File: src/design/dse_pkg.sv
// ============================================================================
// dse_pkg
// Shared types and constants for the delimited string extractor: transfer
// structs, result kind codes, character constants and the length limit.
// ============================================================================
package dse_pkg;

    // Buffer size: at most MAX_STRING-1 content characters per string
    localparam int MAX_STRING = 64;
    localparam int CNT_W      = $clog2(MAX_STRING);
    localparam int LEN_W      = 6;
    localparam int NEST_W     = 6;

    // Result kinds
    localparam logic [2:0] KIND_CHAR = 3'd0;
    localparam logic [2:0] KIND_DONE = 3'd1;
    localparam logic [2:0] KIND_BADQ = 3'd2;
    localparam logic [2:0] KIND_OPEN = 3'd3;
    localparam logic [2:0] KIND_CUT  = 3'd4;

    // Characters of interest
    localparam logic [7:0] CH_SPACE   = 8'h20;
    localparam logic [7:0] CH_TAB     = 8'h09;
    localparam logic [7:0] CH_NL      = 8'h0A;
    localparam logic [7:0] CH_FF      = 8'h0C;
    localparam logic [7:0] CH_BAR     = 8'h7C;
    localparam logic [7:0] CH_LPAREN  = 8'h28;
    localparam logic [7:0] CH_RPAREN  = 8'h29;
    localparam logic [7:0] CH_LANGLE  = 8'h3C;
    localparam logic [7:0] CH_RANGLE  = 8'h3E;
    localparam logic [7:0] CH_DQUOTE  = 8'h22;
    localparam logic [7:0] CH_CARET   = 8'h5E;

    typedef struct packed {
        logic [7:0] ch;
        logic       begin_req;
    } char_item_t;

    typedef struct packed {
        logic [2:0]       kind;
        logic [7:0]       out_char;
        logic [LEN_W-1:0] length;
    } result_item_t;

    // Low bits of a character count as reported in the length field
    function automatic logic [LEN_W-1:0] count_to_len(input logic [CNT_W-1:0] cnt);
        logic [31:0] wide;
        wide = 32'(cnt);
        return wide[LEN_W-1:0];
    endfunction

endpackage

File: src/design/delimited_string_extractor.sv
// ============================================================================
// delimited_string_extractor
// Pulls one delimited string out of a stream of line characters and reports
// its content characters followed by a single completion code.
// ============================================================================
// Usage:
//   Input channel char_*: one line character per transfer; begin_req set on a
//   transfer starts a new extraction at that character and drops any
//   extraction in progress. Output channel result_*: content characters
//   (kind 0) followed by one final code: done with length, bad caret quote,
//   unclosed or too long, or plain run cut with length.
//   A result appears on result_valid in the cycle after the input transfer
//   that caused it. Throughput: one character per cycle while the output is
//   not stalled; the next character is taken in the same cycle the previous
//   result is shown, unless result_stall holds it. Characters that cause no
//   result (blanks, openers, idle input) still take one transfer each.
//   Stall: char_stall is raised only while a result is held and result_stall
//   is high; the held result does not change until it is taken.
//   Reset: the extractor returns to idle and the result register empties.
// ============================================================================
module delimited_string_extractor
    import dse_pkg::*;
(
    input  logic         clk,
    input  logic         rst_n,
    input  logic         char_valid,
    output logic         char_stall,
    input  char_item_t   char_item,
    output logic         result_valid,
    input  logic         result_stall,
    output result_item_t result_item
);

    typedef enum logic [2:0] {
        MODE_IDLE,
        MODE_SKIP,
        MODE_CARET,
        MODE_ENCL,
        MODE_PLAIN
    } mode_t;

    localparam logic [CNT_W-1:0]  LIMIT    = CNT_W'(MAX_STRING - 1);
    localparam logic [NEST_W-1:0] NEST_MAX = '1;

    mode_t             mode_reg, mode_next;
    logic [7:0]        open_char_reg, open_char_next;
    logic [7:0]        close_char_reg, close_char_next;
    logic [NEST_W-1:0] nest_level_reg, nest_level_next;
    logic [CNT_W-1:0]  char_count_reg, char_count_next;
    logic              result_valid_reg;
    result_item_t      result_item_reg;

    logic              xfer;
    logic              emit;
    result_item_t      res_next;
    mode_t             mode_eff;
    logic [7:0]        ch;
    logic              is_blank;
    logic              is_delim;
    logic              at_limit;

    // Hold input while a stalled result occupies the output register
    assign char_stall   = result_valid_reg && result_stall;
    assign xfer         = char_valid && !char_stall;
    assign result_valid = result_valid_reg;
    assign result_item  = result_item_reg;

    assign ch       = char_item.ch;
    assign is_blank = ch inside {CH_SPACE, CH_TAB};
    assign is_delim = ch inside {CH_NL, CH_BAR, CH_FF};
    assign at_limit = char_count_reg >= LIMIT;
    assign mode_eff = char_item.begin_req ? MODE_SKIP : mode_reg;

    // Advance the extraction by one character
    always_comb
    begin
        mode_next       = mode_eff;
        open_char_next  = open_char_reg;
        close_char_next = close_char_reg;
        nest_level_next = nest_level_reg;
        char_count_next = char_count_reg;
        emit            = 1'b0;
        res_next        = '{kind: KIND_CHAR, out_char: ch, length: '0};

        case (mode_eff)
            MODE_SKIP:
            begin
                if (!is_blank)
                begin
                    char_count_next = '0;
                    nest_level_next = NEST_W'(1);
                    if (ch inside {CH_LPAREN, CH_LANGLE, CH_DQUOTE})
                    begin
                        open_char_next  = ch;
                        close_char_next = (ch == CH_LPAREN) ? CH_RPAREN :
                                          (ch == CH_LANGLE) ? CH_RANGLE : ch;
                        mode_next       = MODE_ENCL;
                    end
                    else if (ch == CH_CARET)
                    begin
                        mode_next = MODE_CARET;
                    end
                    else if (is_delim)
                    begin
                        mode_next = MODE_IDLE;
                        emit      = 1'b1;
                        res_next  = '{kind: KIND_DONE, out_char: '0, length: '0};
                    end
                    else
                    begin
                        mode_next       = MODE_PLAIN;
                        char_count_next = CNT_W'(1);
                        emit            = 1'b1;
                    end
                end
            end

            MODE_CARET:
            begin
                if (is_delim)
                begin
                    mode_next = MODE_IDLE;
                    emit      = 1'b1;
                    res_next  = '{kind: KIND_BADQ, out_char: '0, length: '0};
                end
                else
                begin
                    open_char_next  = ch;
                    close_char_next = ch;
                    nest_level_next = NEST_W'(1);
                    char_count_next = '0;
                    mode_next       = MODE_ENCL;
                end
            end

            MODE_ENCL:
            begin
                emit = 1'b1;
                if (ch == close_char_reg && nest_level_reg <= NEST_W'(1))
                begin
                    mode_next = MODE_IDLE;
                    res_next  = '{kind: KIND_DONE, out_char: '0,
                                  length: count_to_len(char_count_reg)};
                end
                else if (at_limit || (ch != close_char_reg && is_delim))
                begin
                    mode_next = MODE_IDLE;
                    res_next  = '{kind: KIND_OPEN, out_char: '0, length: '0};
                end
                else
                begin
                    if (ch == close_char_reg)
                        nest_level_next = nest_level_reg - NEST_W'(1);
                    else if (ch == open_char_reg && nest_level_reg < NEST_MAX)
                        nest_level_next = nest_level_reg + NEST_W'(1);
                    char_count_next = char_count_reg + CNT_W'(1);
                end
            end

            MODE_PLAIN:
            begin
                emit = 1'b1;
                if (is_blank || is_delim)
                begin
                    mode_next = MODE_IDLE;
                    res_next  = '{kind: KIND_DONE, out_char: '0,
                                  length: count_to_len(char_count_reg)};
                end
                else if (at_limit)
                begin
                    // Drop the character that does not fit
                    mode_next = MODE_IDLE;
                    res_next  = '{kind: KIND_CUT, out_char: '0,
                                  length: count_to_len(char_count_reg)};
                end
                else
                begin
                    char_count_next = char_count_reg + CNT_W'(1);
                end
            end

            default:
            begin
                mode_next = MODE_IDLE;
            end
        endcase
    end

    // Hold extraction state and the result register
    always_ff @(posedge clk or negedge rst_n)
    begin
        if (!rst_n)
        begin
            mode_reg         <= MODE_IDLE;
            open_char_reg    <= '0;
            close_char_reg   <= '0;
            nest_level_reg   <= '0;
            char_count_reg   <= '0;
            result_valid_reg <= 1'b0;
        end
        else
        begin
            if (xfer)
            begin
                mode_reg         <= mode_next;
                open_char_reg    <= open_char_next;
                close_char_reg   <= close_char_next;
                nest_level_reg   <= nest_level_next;
                char_count_reg   <= char_count_next;
                result_valid_reg <= emit;
            end
            else if (!result_stall)
            begin
                result_valid_reg <= 1'b0;
            end
        end
    end

    // Load result payload on a producing transfer
    always_ff @(posedge clk)
    begin
        if (xfer && emit)
            result_item_reg <= res_next;
    end

    // Input is held back only behind a stalled result
    a_stall_only_when_full: assert property (@(posedge clk) disable iff (!rst_n)
        char_stall |-> result_valid)
        else $error("input stalled with empty result register");

    // A content character leaves the extractor inside a string
    a_char_keeps_string: assert property (@(posedge clk) disable iff (!rst_n)
        (xfer && emit && res_next.kind == KIND_CHAR) |=>
            (mode_reg == MODE_ENCL || mode_reg == MODE_PLAIN))
        else $error("content character emitted outside a string");

    // A final code returns the extractor to idle
    a_final_goes_idle: assert property (@(posedge clk) disable iff (!rst_n)
        (xfer && emit && res_next.kind != KIND_CHAR) |=> mode_reg == MODE_IDLE)
        else $error("final code without return to idle");

    // Enclosed strings always keep an open nesting level
    a_nest_nonzero: assert property (@(posedge clk) disable iff (!rst_n)
        mode_reg == MODE_ENCL |-> nest_level_reg != '0)
        else $error("enclosed string with zero nesting level");

    // Length is reported only with done and cut codes
    a_length_kinds: assert property (@(posedge clk) disable iff (!rst_n)
        (result_valid && result_item.kind != KIND_DONE && result_item.kind != KIND_CUT)
            |-> result_item.length == '0)
        else $error("length reported with wrong kind");

endmodule
File: config.mk
export PLATFORM = sky130hd
export DESIGN_NAME = delimited_string_extractor
export DESIGN_NICKNAME = d
export VERILOG_FILES = /design/src/design/dse_pkg.sv /design/src/design/delimited_string_extractor.sv
export SDC_FILE = /design/constraint.sdc
export NUM_CORES = 1
export LEC_CHECK = 0
export BUFFER_PORTS_ARGS = -buffer_cell sky130_fd_sc_hd__buf_2
export CAP_MARGIN = 15
export CORE_UTILIZATION = 53
export DETAILED_ROUTE_END_ITERATION = 10
export PLACE_DENSITY = 0.74
export SLEW_MARGIN = 25
export SYNTH_ARGS = -nofsm -noshare
export SYNTH_HDL_FRONTEND = slang
export SYNTH_SLANG_ARGS = --single-unit
File: constraint.sdc
create_clock -name clk -period 2.45 [get_ports clk]
set_input_delay 0.245 -clock clk [delete_from_list [all_inputs] [get_ports clk]]
set_output_delay 0.245 -clock clk [all_outputs]
set_load 0.1 [all_outputs]
* Yosys cells after proc, flatten, opt, wreduce, memory -nomap -nowiden
Index checks and enable logic that the tools add are counted.
Word-level totals: flip-flop bits (word level) 49, input bits 13, latch bits 0, memory bits (writable) 0, memories kept 0, output and inout bits 19, ROM bits 0
Operators by class: add/subtract/negate cells 3, order comparisons 3, muxes and demuxes 54, equal/unequal tests 25, div/mod/pow operators 0, reduce and logical (&&, ||, !) cells 19, multipliers 0, shift operators 0, bitwise gates (word level) 0
Operators by type and width (number):
- $mux W6 | 12
- $pmux W17 S4 | 1
- $mux W15 | 4
- $mux W8 | 7
- $mux W16 | 3
- $mux W17 | 2
- $eq A8 B6 Y1 const B | 4
- $pmux W8 S2 | 2
- $mux W3 | 9
- $eq A8 B4 Y1 const B | 3
- $pmux W6 S4 | 1
- $pmux W6 S3 | 1
- $eq A8 B7 Y1 const B | 2
- $eq A8 B8 Y1 | 2
- $ne A2 B2 Y1 const B | 7
- $add A6 B1 Y6 const B | 2
- $pmux W3 S4 | 1
- $mux W1 | 9
- $reduce_bool A3 Y1 | 3
- $ne A8 B8 Y1 | 1
- $reduce_and A8 Y1 | 1
- $reduce_and A7 Y1 | 1
- $eq A3 B2 Y1 const B | 2
- $ge A6 B6 Y1 const B | 1
- other kinds (16) | 23

* Longest topological paths before layout
Gate-level depths: netlist of run 1.
word-level depth 7, mapped depth 10, mapped depth without buffers 8

* Worst setup path before layout of run 1
Ideal clock, no wire load.
path kind flip-flop to flip-flop, from register result_valid_reg, in the netlist result_valid, to register result_item_reg, in the netlist result_item[0], enable pin, setup slack -0.752 ns, arrival 2.800 ns, stages on the path, launching flop included 5, clock period less this slack 3.202 ns, path through dfrtp_1 -> and2_1 -> nand2b_1 -> clkbuf_1 -> a31oi_1
On the way: longest elaborated chain between the ends 4
RTL lines:
- start: declaration | RTL line delimited_string_extractor.sv:50 | logic result_valid_reg;
- start signal: assignment | RTL line delimited_string_extractor.sv:210 | result_valid_reg <= emit;
- $logic_and A1 B1 Y1 | RTL line delimited_string_extractor.sv:63 | assign char_stall = result_valid_reg && result_stall;
- named net char_stall | RTL line delimited_string_extractor.sv:27 | output logic char_stall,
- $logic_not A1 Y1 | RTL line delimited_string_extractor.sv:64 | assign xfer = char_valid && !char_stall;
- $logic_and A1 B1 Y1 | RTL line delimited_string_extractor.sv:64
- $logic_and A1 B1 Y1 | RTL line delimited_string_extractor.sv:222 | if (xfer && emit)
- end signal: assignment | RTL line delimited_string_extractor.sv:223 | result_item_reg <= res_next;
- end: declaration | RTL line delimited_string_extractor.sv:51 | result_item_t result_item_reg;
The timed path passes the listed nets, and every way through them passes these cells. A chain may end at the register's enable or synchronous reset.

==> impl_metrics.ini, run 1 <==
[yosys]
synth_seq_area_share = 0.438
synthesis.nets = 308
syn_area_um2 = 2990
synth_top_flop_cell = dfrtp_1
synth_top_area_frac = 0.267
synth-seq-cells = 49
async_flop_share = 0.653
yosys_warnings = 0
synth_area_per_cell_um2 = 10.3
synth_top_area_cell = dfrtp_1
synth_edf_count = 17
synth.area.top_cells = dfrtp_1 (27%), edfxtp_1 (17%), xnor2_1 (3.8%)
netlist_instances = 291
ys_types = 58

[timing]
hold_viol = 0
period_share = 0.943
clock.fmax_mhz = 433
maxSlewViolCount = 0
setup_violations = 0
hold_slack_ns = 0.00564
finalWorstPathRequiredPeriod_ns = 2.31
worst_pin_slew_ns = 0.753
grt_setup_unrepaired = false
timing.slew.headroom = 0.498
fin_skew_ns = 0.00731

[cts]
cts.clk_slew.worst_paths_ns = 0.09
cts_hold_buf = 0
post_cts_buffers = 0
ctsResizeCount = 0
root_buffer = clkbuf_8
h-tree-depth = 2
clk_latency_ns = 0.30
cts_tree = built
cts.sinks = 49
numCtsBuffers = 5
clk_path_buf_depth = 2

[floorplanning]
rows = 27
ios = 32
die_h_um = 77.2
coreArea_um2 = 5470
initial_utilization = 0.547
die_x_um = 77.2
die-area_um2 = 5950

[place]
io_buffer_count = 31
place_hpwl_um = 4390
gp_congestion = 0.838

[finish]
n_antenna_cell = 0
fin_nets = 348
multi_input_area_um2 = 1550
largest_reg_flops = 17
drive_gt1_frac = 0.265
seqCellArea_um2 = 1320
syn2layout_area_growth_pct = 12.7
fillers = 475

[job]
drv_cap = 0

[critical_path]
crit_top_cell = nand2_1
ff2ff_setup_slack_ns = 0.14
crit_path_top_delay_cell = dfrtp_1
end_kind = flip-flop
critical_path_class = reg -> reg
start_kind = flip-flop
slowest_delay_ns = 0.41
reg2reg_depth = 8
worstPathCellList = xor2_1 > nor4_1 > buf_4 > nand2_1 > mux2i_1 > a211oi_2 > nand2_1 > and2_1
required_ns = 2.51
cp.arrival_ns = 2.37
path_max_fanout = 5

[grt]
grt_max_degree = 33
antenna_found_initial = 0
grt_overflow = 0
grt_pass1_wl_um = 10400
grt_usage = 0.219
grt_pass1_vias = 2144

[power]
power_density_nw_per_um2 = 623
irDropWorstVdd_mv = 0.374
p_total_uw = 2100
power.leakage_uw = 0.00139

[route]
vias = 2282
drc = 0
viasPerCell = 5.65
wl_um = 5980
ant_nets = 0
dr.pass1.iters = 4
dr.first_iter.drc_count = 149
wl_per_cell_um = 14.8

[run_status]
outcome = completed

[hold_path]
hp-class = in -> async
[cells in the mapped netlist, drive strengths merged, types with 2 or more instances]
master / number
clkbuf: 4
a21oi: 14
a31oi: 5
dfrtp: 32
edfxtp: 17
nand4: 5
nor3b: 2
o31ai: 3
nand2b: 7
a21o: 5
nand4b: 2
o41ai: 5
or3: 7
mux2i: 3
o22ai: 2
and2: 5
nand3b: 2
mux2: 17
xnor2: 13
nor2: 23
a41o: 2
inv: 8
nor2b: 13
nor4: 5
and3: 3
ha: 4
buf: 14
nor3: 9
a211oi: 4
nand3: 10
o21ai: 14
nand2: 14
xor2: 8
[path summary, 6_finish.rpt]
kind                                         from                 to
worst max-delay path            close_char_reg[7]     result_item[6]
worst min-delay path                        rst_n   open_char_reg[0]
worst max register to register  close_char_reg[7]     result_item[6]
worst min register to register  char_count_reg[3]  char_count_reg[3]
max in group asynchronous                   rst_n       result_valid
min in group clk                       char_valid       result_valid
[cell usage in the layout (no fill, tap or decap), drive strengths merged, types with 2 or more instances in the layout]
master,Yosys,layout
a211oi,4,4
a21o,5,5
a21oi,14,14
a31oi,5,5
a41o,2,2
and2,5,5
and3,3,3
buf,14,51
clkbuf,4,7
dfrtp,32,32
edfxtp,17,17
ha,4,4
inv,8,8
mux2,17,17
mux2i,3,3
nand2,14,14
nand2b,7,7
nand3,10,10
nand3b,2,2
nand4,5,5
nand4b,2,2
nor2,23,23
nor2b,13,13
nor3,9,9
nor3b,2,2
nor4,5,5
o21ai,14,14
o22ai,2,2
o31ai,3,3
o41ai,5,5
or3,7,7
xnor2,13,13
xor2,8,8
[stage by stage]
stage          area, µm²  std cells  worst slack (ns)  TNS [ns]  utilization
6_report            3370        404             0.141         0        0.616
5_1_grt             3370        404            0.0218         0        0.616
4_1_cts             3370        404             0.164         0        0.616
3_5_place_dp        3290        396            0.0151         0        0.601
3_3_place_gp        3290        396            0.0994         0        0.601
2_1_floorplan       3010        291           -0.0194    -0.330            -
[power breakdown]
group / leakage, µW / total [µW] / switching (µW) / internal, µW
combinational: 0.000773 / 602 / 383 / 219
clock: 0.0000385 / 464 / 262 / 202
sequential: 0.000579 / 1030 / 75.7 / 959
total: 0.00139 / 2100 / 721 / 1380
[worst max-delay path, delay by kind of cell (launching register included)]
family                    cells  cell delay (ns)
and+or+nand+nor               4             0.78
DFF                           1             0.41
AOI/OAI and AO/OA             1             0.32
muxes                         1             0.20
buffers and inverters         1             0.18
xor gates and xnor gates      1             0.17
[area by class of cell]
type,instances,area share
clock inverters,1,0.00223
multi-input cells,216,0.459
flip-flops and latches,49,0.390
inverters,8,0.00890
clock buffers,7,0.0226
repair buffers,51,0.0905
well taps,72,0.0267
[per-layer routing]
layer	vias to the layer above	GRT usage	share of wire	routed length (µm)
met1	1093	0.310	0.50	2980
li1	1133	-	-	-
met5	-	0	0	0
met3	2	0.0357	0.038	230
met2	54	0.347	0.46	2740
met4	0	0.0604	0.0045	27
[cells by family after synthesis]
family / synth area share
buffers and inverters: 0.0476
AND/OR/NAND/NOR: 0.207
multiplexers: 0.0827
adder cells (fa/ha/maj): 0.0167
AO/OA/AOI/OAI: 0.147
flip-flops: 0.438
XOR/XNOR: 0.0614
Power figures use the tool's default switching activity.
==> run 2, diff against run 1 <==
--- a/config.mk
+++ b/config.mk
@@ -7,6 +7,7 @@
 export LEC_CHECK = 0
 export BUFFER_PORTS_ARGS = -buffer_cell sky130_fd_sc_hd__buf_2
 export CAP_MARGIN = 15
+export CORE_MARGIN = 2
 export CORE_UTILIZATION = 53
 export DETAILED_ROUTE_END_ITERATION = 10
 export PLACE_DENSITY = 0.74
==> impl_metrics.ini, run 2 (same netlist as run 1, synthesis figures left out) <==
[run_status]
outcome = finished with violations
violations = negative hold slack

[critical_path]
r2r-end = char_count_reg[5]
required_ns = 2.66
start_kind = flip-flop
end_kind = flip-flop
path_max_fanout = 8
worstSetupEndpoint = char_count_reg[5]
r2r_start = char_count_reg[0]
cp.arrival_ns = 2.50
critical_path_class = reg -> reg
ff2ff_setup_slack_ns = 0.16
startpoint = char_count_reg[0]
reg2reg_depth = 7

[timing]
hold_viol = 19
finalWorstPathRequiredPeriod_ns = 2.29
timing.slew.headroom = 0.516
worst_pin_slew_ns = 0.726
fin_skew_ns = 0.00984
clock.fmax_mhz = 436
grt_setup_unrepaired = false
period_share = 0.935
setup_violations = 0
hold_slack_ns = -0.0108
tns_ns = 0
maxSlewViolCount = 0

[route]
drc = 0
wl_per_cell_um = 14.5
viasPerCell = 5.59
dr.first_iter.drc_count = 225
wl_um = 5830
ant_nets = 0
dr.pass1.iters = 4
vias = 2252

[grt]
grt_most_used_layer = met2
global_route.usage.met1 = 0.288
grt_usage = 0.204
antenna_found_initial = 0
grt_pass1_wl_um = 10200
met3_usage = 0.0375
grt_pass1_vias = 2206
use_met2 = 0.325
grt_max_degree = 33
grt_overflow = 0

[cts]
post_cts_buffers = 0
ctsResizeCount = 0
cts_tree = built
clk_path_buf_depth = 2
root_buffer = clkbuf_8
cts.sinks = 49
clk_latency_ns = 0.30
numCtsBuffers = 5
cts.clk_slew.worst_paths_ns = 0.09
cts_hold_buf = 0
h-tree-depth = 2

[finish]
final_common_cell = buf_2
fillers = 463
syn2layout_area_growth_pct = 12.9
fin_nets = 347
n_antenna_cell = 0
final_cell_mix = buf_2 (31), dfrtp_1 (30), nor2_1 (22)
largest_reg_flops = 17
drive_gt1_frac = 0.275

[floorplanning]
die-area_um2 = 6270
rows = 27
ios = 32
initial_utilization = 0.547
die_h_um = 79.2
die_x_um = 79.2
coreArea_um2 = 5470

[power]
power.leakage_uw = 0.00139
power_density_nw_per_um2 = 623
irDropWorstVdd_mv = 0.381

[place]
place_hpwl_um = 4290
io_buffer_count = 31
gp_congestion = 0.842

[job]
drv_cap = 0

[hold_path]
hp-class = in -> async
==> run 2: cell count changes in the layout (fill, tap and decap cells not counted) <==
| cell | delta |
|---|---|
| and2_1 | -1 |
| dfrtp_2 | +1 |
| buf_4 | -1 |
| dfrtp_1 | -1 |
| o31ai_1 | -1 |
| nor4_2 | +1 |
| and2_2 | +1 |
| nor4_1 | -1 |
| o31ai_2 | +1 |
==> run 2: power breakdown <==
group	leakage (µW)	total [µW]	internal [µW]	switching (µW)
Combinational	0.000772	606	218	388
Clock	0.0000385	469	203	266
Sequential	0.000579	1030	958	71.0
Total	0.00139	2100	1380	725
==> run 2: worst max-delay path, stage by stage (launching register included) <==
cell      delay [ns]
dfrtp_1         0.42
ha_1            0.25
and3_1          0.22
and3_1          0.23
o311ai_4        0.35
nand2_4         0.13
or3_4           0.38
o31ai_1         0.22
==> run 2: stage by stage <==
| stage | area, µm² | power (µW) | worst slack, ns | cells | util |
|---|---|---|---|---|---|
| detailed placement | 3280 | 1650 | 0.0266 | 395 | 0.600 |
| global route | 3380 | 2210 | 0.0326 | 403 | 0.618 |
| floorplan | 3010 | 1510 | -0.0194 | 291 | - |
| CTS | 3370 | 2120 | 0.0871 | 403 | 0.615 |
| global placement | 3280 | 1640 | 0.0971 | 395 | 0.600 |
| finish | 3380 | 2100 | 0.159 | 403 | 0.618 |
==> run 2: layer usage <==
layer	routed length [µm]	share of wire	vias to the layer above
li1	-	-	1127
met1	2860	0.49	1068
met2	2660	0.46	51
met3	246	0.042	6
met4	57	0.0098	0
met5	0	0	-
==> run 2: cell type report <==
cell class	instances	area [µm²]	area share
multi-input combinational	216	1560	0.462
sequential	49	1320	0.389
timing repair buffer	50	298	0.0881
tap	72	90.1	0.0267
clock buffer	7	76.3	0.0226
inverter	8	30.0	0.00889
clock inverter	1	7.51	0.00222
==> run 2: worst min path at each step <==
stage           from           endpoint  cells after the start
5_1_grt        rst_n   open_char_reg[3]                      1
3_5_place_dp   rst_n  close_char_reg[2]                      1
3_3_place_gp   rst_n   open_char_reg[7]                      1
2_1_floorplan  rst_n  char_count_reg[0]                      0
4_1_cts        rst_n   open_char_reg[3]                      1
6_report       rst_n  close_char_reg[0]                      1
==> run 3, diff against run 2 <==
--- a/config.mk
+++ b/config.mk
@@ -8,9 +8,9 @@
 export BUFFER_PORTS_ARGS = -buffer_cell sky130_fd_sc_hd__buf_2
 export CAP_MARGIN = 15
 export CORE_MARGIN = 2
-export CORE_UTILIZATION = 53
+export CORE_UTILIZATION = 55
 export DETAILED_ROUTE_END_ITERATION = 10
-export PLACE_DENSITY = 0.74
+export PLACE_DENSITY = 0.73
 export SLEW_MARGIN = 25
 export SYNTH_ARGS = -nofsm -noshare
 export SYNTH_HDL_FRONTEND = slang
==> constraint.sdc (replaced) <==
create_clock -name clk -period 2.4 [get_ports clk]
set_input_delay 0.24 -clock clk [delete_from_list [all_inputs] [get_ports clk]]
set_output_delay 0.24 -clock clk [all_outputs]
set_load 0.1 [all_outputs]
==> impl_metrics.ini, run 3 (same netlist as run 1, synthesis figures left out) <==
[run_status]
outcome = finished with violations
violations = negative hold slack

[floorplanning]
rows = 26
ios = 32
die_x_um = 77.8
die_h_um = 77.8
initial_utilization = 0.579
die-area_um2 = 6050
coreArea_um2 = 5170

[finish]
largest_reg_flops = 17
n_antenna_cell = 0
fin_nets = 355
syn2layout_area_growth_pct = 16.5
fillers = 419
fin_util = 0.674
final_cell_mix = dfrtp_1 (31), buf_2 (31), buf_4 (25)
layout.cells.non_filler = 409
drive_gt1_frac = 0.298

[critical_path]
end_kind = flip-flop
crit_path_top_delay_cell = o41ai_1
reg2reg_depth = 7
required_ns = 2.58
critical_path_class = reg -> reg
r2r_start = char_count_reg[1]
r2r-end = char_count_reg[5]
cp.arrival_ns = 2.49
path_max_fanout = 8
startpoint = char_count_reg[1]
slowest_delay_ns = 0.46
start_kind = flip-flop
worstSetupEndpoint = char_count_reg[5]
worstPathCellList = ha_1 > and3_2 > and3_1 > o311ai_4 > nand2_4 > o41ai_1 > o31ai_2
ff2ff_setup_slack_ns = 0.08

[timing]
finalWorstPathRequiredPeriod_ns = 2.32
timing.slew.headroom = 0.507
setup_violations = 0
fin_skew_ns = 0.00718
clock.fmax_mhz = 431
worst_pin_slew_ns = 0.740
timing.final.ws_setup_ns = 0.0809
grt_setup_unrepaired = true
maxSlewViolCount = 0
hold_slack_ns = -0.00817
period_share = 0.966
hold_viol = 25

[route]
dr.pass1.iters = 5
ant_nets = 0
viasPerCell = 5.82
vias = 2379
dr.first_iter.drc_count = 263
wl_um = 6240
wl_per_cell_um = 15.3
drc = 0

[cts]
cts.sinks = 49
cts.clk_slew.worst_paths_ns = 0.09
cts_tree = built
numCtsBuffers = 5
clk_path_buf_depth = 2
root_buffer = clkbuf_8
h-tree-depth = 2
clk_latency_ns = 0.31

[place]
place_hpwl_um = 4520
gp_congestion = 0.884
pre_cts_ws_ns = 0.0464
io_buffer_count = 31
dp.cells = 401

[job]
drv_cap = 0

[grt]
grt_max_degree = 33
antenna_found_initial = 0
grt_overflow = 0
grt_pass1_wl_um = 10400
grt_usage = 0.216
grt_pass1_vias = 2227

[power]
irDropWorstVdd_mv = 0.357
power.leakage_uw = 0.00144
power_density_nw_per_um2 = 652
p_total_uw = 2280

[hold_path]
hp-class = in -> async
## run 3: critical path, delay by kind of cell (launching register included)
family / cells / cell delay [ns]
compound gates: 3 / 0.93
fa+ha+maj: 1 / 0.22
flops: 1 / 0.42
simple gates: 3 / 0.63
## run 3: metal layers
metal  global-route usage  part of all wire  up-vias
li1                     -                 -     1143
met2                0.347              0.46       95
met5                    0                 0        -
met1                0.295              0.46     1129
met4               0.0607             0.015        0
met3               0.0465             0.060       12
## run 3: cell type report
class	count	area, µm²	area share
multi-input cells	216	1560	0.448
well taps	70	87.6	0.0251
clock buffers	5	68.8	0.0197
flip-flops and latches	49	1320	0.377
clock inverters	3	41.3	0.0118
repair buffers	58	383	0.110
inverters	8	30.0	0.00861
## run 3: how the worst min path moves through the flow
stage               startpoint                end  slack [ns]  cells past startpoint
global placement         rst_n   open_char_reg[7]        0.35                      1
detailed placement       rst_n  close_char_reg[7]        0.35                      1
finish                   rst_n  close_char_reg[7]      -0.008                      1
global route             rst_n        mode_reg[2]        0.04                      1
floorplan                rst_n  char_count_reg[0]       -0.06                      0
CTS                      rst_n  close_char_reg[7]        0.01                      1
## run 3: timing repair
item | in CTS | in global routing
setup endpoints to repair | 0 | 19
setup buffers | 0 | 0
hold buffers | 0 | 0
gates resized for setup | 0 | 6
endpoints found under the hold margin | 0 | 0
## run 3: power by group
part | internal [µW] | switching, µW | total (µW)
Combinational | 236 | 405 | 641
Clock | 307 | 278 | 585
Sequential | 978 | 70.5 | 1050
Total | 1520 | 754 | 2280
## run 3: stage by stage
step	cell area (µm²)	TNS (ns)
finish	3490	0
global route	3490	-0.0308
CTS	3470	0
detailed placement	3360	0
global placement	3360	0
floorplan	3010	-1.10
